$ cat src/brl_pkg.sv
`timescale 1ns / 1ps
// ----------------------------------------------------------------------------
// brl_pkg
// types and constants shared by the line rasterizer files
// ----------------------------------------------------------------------------
package brl_pkg;

  localparam int COORD_BITS = 12;
  localparam int DELTA_BITS = COORD_BITS + 1;
  localparam int DEC_BITS   = COORD_BITS + 4;

  typedef logic signed [COORD_BITS-1:0] coord_t;
  typedef logic signed [DELTA_BITS-1:0] diff_t;
  typedef logic        [DELTA_BITS-1:0] delta_t;
  typedef logic signed [DEC_BITS-1:0]   dec_t;

  typedef enum logic {
    OP_START = 1'b0,
    OP_STEP  = 1'b1
  } opcode_t;

  // walk state of one line
  typedef struct packed {
    coord_t cur_x;
    coord_t cur_y;
    delta_t remaining;
    dec_t   decision;
    delta_t major_delta;
    delta_t minor_delta;
    logic   major_is_y;
    logic   major_step_neg;
    logic   minor_step_neg;
  } line_t;

endpackage

$ cat src/brl_in_if.sv
`timescale 1ns / 1ps
// ----------------------------------------------------------------------------
// brl_in_if
// command channel: start or step items with endpoint payload
// ----------------------------------------------------------------------------
interface brl_in_if import brl_pkg::*; ();

  logic   valid;
  logic   ready;
  logic   opcode;
  coord_t start_x;
  coord_t start_y;
  coord_t end_x;
  coord_t end_y;

  modport source (output valid, opcode, start_x, start_y, end_x, end_y, input ready);
  modport sink   (input valid, opcode, start_x, start_y, end_x, end_y, output ready);

endinterface

$ cat src/brl_out_if.sv
`timescale 1ns / 1ps
// ----------------------------------------------------------------------------
// brl_out_if
// pixel channel: one pixel per item with end-of-line mark
// ----------------------------------------------------------------------------
interface brl_out_if import brl_pkg::*; ();

  logic   valid;
  logic   ready;
  coord_t pixel_x;
  coord_t pixel_y;
  logic   last;

  modport source (output valid, pixel_x, pixel_y, last, input ready);
  modport sink   (input valid, pixel_x, pixel_y, last, output ready);

endinterface

$ cat src/bresenham_line_rasterizer_top.sv
`timescale 1ns / 1ps
// ----------------------------------------------------------------------------
// bresenham_line_rasterizer_top
// integer line walker: one pixel per step item
// ----------------------------------------------------------------------------
// usage
//   cmd carries items: opcode start loads both endpoints and gives no pixel,
//   opcode step gives the next pixel of the loaded line on pix
//   the final pixel of a line has last set; steps with no line loaded are
//   swallowed; a start while a line is running replaces it
// timing
//   one item per cycle sustained unless pix stalls; a start may be followed
//   by a step in the very next cycle since the line setup is a single
//   subtract/abs/compare stage written straight into the walk registers
//   a pixel appears on pix in the cycle after its step item is accepted
//   each pixel costs one add and compare on the decision register
// stall
//   pix is held in an output register; cmd.ready stays high as long as that
//   register is empty or is being drained in the same cycle, so a stalled
//   receiver stops the command side after at most one pending pixel
// reset
//   rst is synchronous; afterwards no line is loaded and pix is empty
// ----------------------------------------------------------------------------
module bresenham_line_rasterizer_top import brl_pkg::*; (
  input  logic          clk,
  input  logic          rst,
  brl_in_if.sink        cmd,
  brl_out_if.source     pix
);

  // walk state
  logic  active;
  line_t line;
  line_t line_load;
  line_t line_next;

  logic  accept;
  logic  is_start;
  logic  do_step;
  logic  advance;
  logic  last_px;
  logic  x_moves;
  logic  y_moves;
  logic  x_neg;
  logic  y_neg;

  // output register
  logic   out_valid;
  coord_t out_x;
  coord_t out_y;
  logic   out_last;

  brl_setup u_setup (
    .start_x (cmd.start_x),
    .start_y (cmd.start_y),
    .end_x   (cmd.end_x),
    .end_y   (cmd.end_y),
    .line    (line_load)
  );

  assign cmd.ready = !out_valid || pix.ready;
  assign accept    = cmd.valid && cmd.ready;
  assign is_start  = (cmd.opcode == OP_START);
  assign do_step   = accept && (cmd.opcode == OP_STEP) && active;

  // minor axis moves only on a strictly positive decision
  assign advance = !line.decision[DEC_BITS-1] && (line.decision != '0);
  assign last_px = (line.remaining == delta_t'(1));

  assign x_moves = line.major_is_y ? advance : 1'b1;
  assign y_moves = line.major_is_y ? 1'b1 : advance;
  assign x_neg   = line.major_is_y ? line.minor_step_neg : line.major_step_neg;
  assign y_neg   = line.major_is_y ? line.major_step_neg : line.minor_step_neg;

  always_comb begin
    line_next = line;
    if (x_moves) begin
      line_next.cur_x = x_neg ? line.cur_x - coord_t'(1) : line.cur_x + coord_t'(1);
    end
    if (y_moves) begin
      line_next.cur_y = y_neg ? line.cur_y - coord_t'(1) : line.cur_y + coord_t'(1);
    end
    line_next.decision = line.decision + dec_t'({line.minor_delta, 1'b0})
                       - (advance ? dec_t'({line.major_delta, 1'b0}) : '0);
    line_next.remaining = line.remaining - delta_t'(1);
  end

  always_ff @(posedge clk) begin
    if (rst) begin
      active    <= 1'b0;
      out_valid <= 1'b0;
    end else begin
      if (accept && is_start) begin
        active <= 1'b1;
        line   <= line_load;
      end else if (do_step) begin
        active <= !last_px;
        line   <= line_next;
      end
      if (do_step) begin
        out_valid <= 1'b1;
        out_x     <= line.cur_x;
        out_y     <= line.cur_y;
        out_last  <= last_px;
      end else if (pix.ready) begin
        out_valid <= 1'b0;
      end
    end
  end

  assign pix.valid   = out_valid;
  assign pix.pixel_x = out_x;
  assign pix.pixel_y = out_y;
  assign pix.last    = out_last;

`ifndef SYNTHESIS
  // a running line always has pixels left
  a_active_nonzero: assert property (@(posedge clk) disable iff (rst)
    active |-> (line.remaining != '0))
    else $error("active line with no pixels left");

  // the final pixel always ends the line
  a_last_ends: assert property (@(posedge clk) disable iff (rst)
    do_step && last_px |=> !active)
    else $error("line still active after its last pixel");

  // a start always leaves a line loaded
  a_start_loads: assert property (@(posedge clk) disable iff (rst)
    accept && is_start |=> active)
    else $error("start item did not load a line");

  // a held pixel blocks the command side
  a_stall_blocks: assert property (@(posedge clk) disable iff (rst)
    out_valid && !pix.ready |-> !cmd.ready)
    else $error("command taken while pixel stalled");

  // a pixel appears only after an accepted step on a running line
  a_pixel_source: assert property (@(posedge clk) disable iff (rst)
    $rose(out_valid) |-> $past(do_step))
    else $error("pixel without a step");
`endif

endmodule

$ cat src/brl_setup.sv
`timescale 1ns / 1ps
// ----------------------------------------------------------------------------
// brl_setup
// derives the initial walk state of a line from its two endpoints
// ----------------------------------------------------------------------------
module brl_setup import brl_pkg::*; (
  input  coord_t start_x,
  input  coord_t start_y,
  input  coord_t end_x,
  input  coord_t end_y,
  output line_t  line
);

  diff_t  dx;
  diff_t  dy;
  delta_t adx;
  delta_t ady;
  logic   axis;
  logic   y_major;
  logic   swap;
  delta_t major;
  delta_t minor;

  assign dx  = diff_t'(end_x) - diff_t'(start_x);
  assign dy  = diff_t'(end_y) - diff_t'(start_y);
  assign adx = dx[DELTA_BITS-1] ? delta_t'(-dx) : delta_t'(dx);
  assign ady = dy[DELTA_BITS-1] ? delta_t'(-dy) : delta_t'(dy);

  assign axis    = (dx == '0) || (dy == '0);
  assign y_major = axis ? (dy != '0) : (ady > adx);
  // sloped lines start from the endpoint lower on the major axis
  assign swap    = !axis && (y_major ? dy[DELTA_BITS-1] : dx[DELTA_BITS-1]);
  assign major   = y_major ? ady : adx;
  assign minor   = axis ? '0 : (y_major ? adx : ady);

  always_comb begin
    line.cur_x       = swap ? end_x : start_x;
    line.cur_y       = swap ? end_y : start_y;
    line.major_delta = major;
    line.minor_delta = minor;
    line.major_is_y  = y_major;
    if (axis) begin
      line.major_step_neg = y_major ? dy[DELTA_BITS-1] : (dx[DELTA_BITS-1] || (dx == '0));
      line.minor_step_neg = 1'b0;
    end else begin
      line.major_step_neg = 1'b0;
      line.minor_step_neg = y_major ? (dx[DELTA_BITS-1] ^ swap) : (dy[DELTA_BITS-1] ^ swap);
    end
    line.decision  = dec_t'({minor, 1'b0}) - dec_t'(major);
    line.remaining = major + delta_t'(1);
  end

endmodule
$ cat src/flat_wrapper.sv
// flat-port wrapper written by rule: the top's interface ports become plain ports
module bresenham_line_rasterizer_top_flat import brl_pkg::*;
  (clk, rst, cmd_valid, cmd_opcode, cmd_start_x, cmd_start_y, cmd_end_x, cmd_end_y, cmd_ready, pix_valid, pix_pixel_x, pix_pixel_y, pix_last, pix_ready);
  brl_in_if cmd_i ();
  brl_out_if pix_i ();
  input  logic clk;
  input  logic rst;
  input wire logic [$bits(cmd_i.valid)-1:0] cmd_valid;
  input wire logic [$bits(cmd_i.opcode)-1:0] cmd_opcode;
  input wire logic [$bits(cmd_i.start_x)-1:0] cmd_start_x;
  input wire logic [$bits(cmd_i.start_y)-1:0] cmd_start_y;
  input wire logic [$bits(cmd_i.end_x)-1:0] cmd_end_x;
  input wire logic [$bits(cmd_i.end_y)-1:0] cmd_end_y;
  output wire logic [$bits(cmd_i.ready)-1:0] cmd_ready;
  output wire logic [$bits(pix_i.valid)-1:0] pix_valid;
  output wire logic [$bits(pix_i.pixel_x)-1:0] pix_pixel_x;
  output wire logic [$bits(pix_i.pixel_y)-1:0] pix_pixel_y;
  output wire logic [$bits(pix_i.last)-1:0] pix_last;
  input wire logic [$bits(pix_i.ready)-1:0] pix_ready;
  assign cmd_i.valid = cmd_valid;
  assign cmd_i.opcode = cmd_opcode;
  assign cmd_i.start_x = cmd_start_x;
  assign cmd_i.start_y = cmd_start_y;
  assign cmd_i.end_x = cmd_end_x;
  assign cmd_i.end_y = cmd_end_y;
  assign cmd_ready = cmd_i.ready;
  assign pix_valid = pix_i.valid;
  assign pix_pixel_x = pix_i.pixel_x;
  assign pix_pixel_y = pix_i.pixel_y;
  assign pix_last = pix_i.last;
  assign pix_i.ready = pix_ready;
  bresenham_line_rasterizer_top u_core (.clk(clk), .rst(rst), .cmd(cmd_i), .pix(pix_i));
endmodule
$ cat config.mk
export PLATFORM = sky130hd
export DESIGN_NAME = bresenham_line_rasterizer_top_flat
export DESIGN_NICKNAME = d
export VERILOG_FILES = /design/src/brl_pkg.sv /design/src/brl_in_if.sv /design/src/brl_out_if.sv /design/src/bresenham_line_rasterizer_top.sv /design/src/brl_setup.sv /design/src/flat_wrapper.sv
export SDC_FILE = /design/constraint.sdc
export NUM_CORES = 1
export LEC_CHECK = 0
export ABC_AREA = 1
export BUFFER_PORTS_ARGS = -buffer_cell sky130_fd_sc_hd__buf_4
export CORE_MARGIN = 10
export CORE_UTILIZATION = 56
export CTS_CLUSTER_DIAMETER = 50
export DETAILED_ROUTE_END_ITERATION = 6
export PLACE_DENSITY = 0.8
export REMOVE_ABC_BUFFERS = 1
export SLEW_MARGIN = 20
export SYNTH_ARGS = -nofsm -noshare
export SYNTH_HDL_FRONTEND = slang
export SYNTH_SLANG_ARGS = --single-unit
$ cat constraint.sdc
create_clock -name clk -period 6 [get_ports clk]
set_input_delay 0.9 -clock clk [delete_from_list [all_inputs] [get_ports clk]]
set_output_delay 0.9 -clock clk [all_outputs]
set_load 0.01 [all_outputs]
==> impl_metrics.json <==
{
  "status": "finished, final reports clean",
  "synth_mux_area_frac": 0,
  "die_w_um": 155,
  "final_core_util": 0.673,
  "drt_iter0_markers": 718,
  "vdd.ir_drop.worst_mv": 0.308,
  "die-area_um2": 23900,
  "crit_path_start": "cmd_end_y[0]",
  "clock_skew_ns": 0.0150,
  "yosys.cell_types.count": 53,
  "gr-usage-all-layers": 0.223,
  "reg2reg_slack_ns": 1.11,
  "placedCellCount": 1711,
  "synthXorXnorAreaFrac": 0.0354,
  "hold_buffers": 0,
  "port_buffers": 79,
  "tightest_slew_ns": 0.726,
  "regToRegStartpoint": "u_core.line[44]$_DFFE_PP_",
  "n_antenna_cell": 0,
  "antenna_found_initial": 0,
  "hpwl_um": 20700,
  "synth_edf_count": 106,
  "synth_top_flop_cell": "edfxtp_1",
  "crit_arrival_ns": 5.89,
  "cp_top_family": "simple AND/OR/NAND/NOR gates",
  "fp.coreArea_um2": 17900,
  "dieHeight_um": 155,
  "fin_setup_tns_ns": 0,
  "ys_ff_latch": 108,
  "h-tree-depth": 3,
  "critPathSlowestCell": "fa_2",
  "hold_viol": 0,
  "syn_area_um2": 10100,
  "io_pins": 80,
  "synth_top_family_by_area": "simple AND/OR/NAND/NOR gates",
  "place_congestion": 1.00,
  "cp.required_ns": 6.12,
  "fmax_mhz": 173,
  "crit_type": "in -> reg",
  "synth_simple_gate_area_frac": 0.265,
  "ys_seq_area_frac": 0.318,
  "layout.nets": 1666,
  "crit_buf_inv": 7,
  "cp-start-kind": "input pin",
  "rows": 49,
  "maxSlewViolCount": 0,
  "grt_overflow_total": 0,
  "relSlewSlack": 0.515,
  "leakage_uw": 0.00593,
  "synthArstFlopShare": 0,
  "drc": 0,
  "layout_commonest_cell": "nand2_1",
  "clockBufferDepth": 2,
  "grt_pass1_vias": 9284,
  "syn_inst": 1370,
  "crit_fanout": 6,
  "clk_pin_slew_ns": 0.08,
  "setup_viol": 0,
  "nFillCells": 1523,
  "power_density_nw_per_um2": 451,
  "mostFrequentLayoutCells": "nand2_1, inv_1, buf_4, nor2_1, edfxtp_1",
  "postRouteAntennaNets": 0,
  "cpMostUsedCell": "nand2_1",
  "hold_path_class": "reg -> reg",
  "synth_fa_ha_area_frac": 0.144,
  "cpPeakStageDelay_ns": 0.37,
  "syn_avg_cell_area_um2": 7.40,
  "period_share": 0.961,
  "drv_cap": 0,
  "cts_sinks": 108,
  "clock-root-buffer": "clkbuf_16",
  "routedWlPerCell_um": 15.5,
  "drive_above_1_share": 0.193,
  "routed_via_density": 5.44,
  "end_kind": "flip-flop",
  "area_delta_synth_final_pct": 18.8,
  "routed_wl_um": 27100,
  "start_util": 0.566,
  "min_period_ns": 5.76,
  "totalPowerFinal_uw": 5430,
  "cts_tree": "built",
  "stdcell_count": 1742,
  "cts_made_buffers": 9,
  "yosys_warnings": 0,
  "grt_start_max_net_pins": 58,
  "via_count": 9469,
  "clock_latency_ns": 0.37,
  "hp-start": "u_core.line[77]$_DFFE_PP_",
  "grt_pass1_wl_um": 44500,
  "synth-compound-area-share": 0.123,
  "first_pass_iters": 6
}
path summary, 6_finish.rpt:
path	endpoint	cells past startpoint
worst min-delay path	u_core.pix.pixel_x[7]$_DFFE_PP_	0
worst max-delay path	u_core.line[42]$_DFFE_PP_	35
worst max register to register	u_core.line[44]$_DFFE_PP_	27
worst min register to register	u_core.pix.pixel_x[7]$_DFFE_PP_	0
area by class of cell:
cell class                 count  area [um^2]  share of cell area
sequential                   108         3220               0.268
inverter                     264         1000              0.0830
clock inverter                 7         85.1             0.00707
clock buffer                   9          225              0.0187
timing repair buffer         151         1150              0.0954
tap                          229          287              0.0238
multi-input combinational    974         6070               0.504
synthesized netlist by cell type, types with 3 or more instances:
cell type  number  area (um^2)
buf_1           4         15.0
o21ai_1        27          135
o211ai_1        4         30.0
inv_1         248          931
a31oi_1        10         62.6
nor2_2          6         37.5
a21oi_1        76          380
o21bai_1        3         22.5
nor3_1         14         70.1
clkbuf_1       10         37.5
nor2_1        139          522
ha_1           86         1080
o22ai_1         5         31.3
xor2_1         29          254
nor4_1          5         31.3
fa_1           19          380
o31ai_1        10         75.1
nand3_1        71          355
buf_6           4         45.0
o21ai_2         7         61.3
nand3_2         4         40.0
buf_2           6         30.0
nand2_1       290         1090
o21ai_0        59          295
nor2_4          3         33.8
inv_2          13         48.8
edfxtp_1      106         3180
nand3b_1        9         67.6
xnor2_1        12          105
a21o_1          7         52.6
or2_2          11         68.8
nand2_2        19          119
nand2_4         3         33.8
and2_1          7         43.8
nand4_1        18          113
worst register-to-register path: stages, from the launching register on:
cell	delay, ns
edfxtp_1	0.36
inv_1	0.10
ha_1	0.15
nand3_1	0.10
o41ai_2	0.34
buf_4	0.28
nor2_1	0.10
fa_1	0.49
inv_1	0.04
ha_1	0.35
nand3_1	0.08
and2_1	0.19
o21ai_0	0.28
inv_1	0.09
nor2_1	0.14
nor2_1	0.06
o21ai_0	0.23
and2_1	0.19
o21ai_0	0.10
nand2_1	0.11
nand2_1	0.05
nand2_1	0.06
a21oi_1	0.09
or2_2	0.30
nand2_1	0.06
a21oi_1	0.07
xnor2_1	0.15
o21ai_1	0.08
logic make-up (layout without fill, tap and decap cells):
logic type      Yosys count  count (layout)
xor+xnor                 41              41
flops                   108             108
compound gates          220             220
buf+inv                 291             431
fa+ha+maj               105             105
simple gates            605             608
state kept, by name, summed over array words and instances (netlist names):
| register | flops |
|---|---|
| u_core.active | 1 |
| u_core.pix.valid | 1 |
| u_core.line | 81 |
| u_core.pix.last | 1 |
| u_core.pix.pixel_y | 12 |
| u_core.pix.pixel_x | 12 |
report_power, final:
part | leakage (uW) | internal (uW) | switching (uW) | total (uW)
clock network | 0.000149 | 331 | 305 | 636
logic | 0.00476 | 1560 | 2290 | 3850
registers | 0.00102 | 925 | 16.8 | 942
total | 0.00593 | 2820 | 2610 | 5430
stage by stage:
step	instance area [um^2]	worst slack, ns	hold WS, ns
after floorplan	9970	-1.93	0.433
after global placement	11300	-0.106	0.437
after detailed placement	11300	-0.164	0.446
after CTS	11600	0.0918	0.457
after global routing	12000	-0.106	0.466
final	12000	0.235	0.455
per-layer routing:
metal  vias up  GRT usage  part of all wire
met3        44     0.0377             0.065
li1       4753          -                 -
met2       286      0.374              0.47
met4         0     0.0720             0.021
met1      4386      0.286              0.44
met5         -          0                 0
timing repair:
item	CTS	global route
endpoints found under the setup margin	0	17
endpoints found under the hold margin	0	0
buffers inserted	0	12
gates resized for setup	0	63
Note: power is estimated with default switching activity, not from simulation.
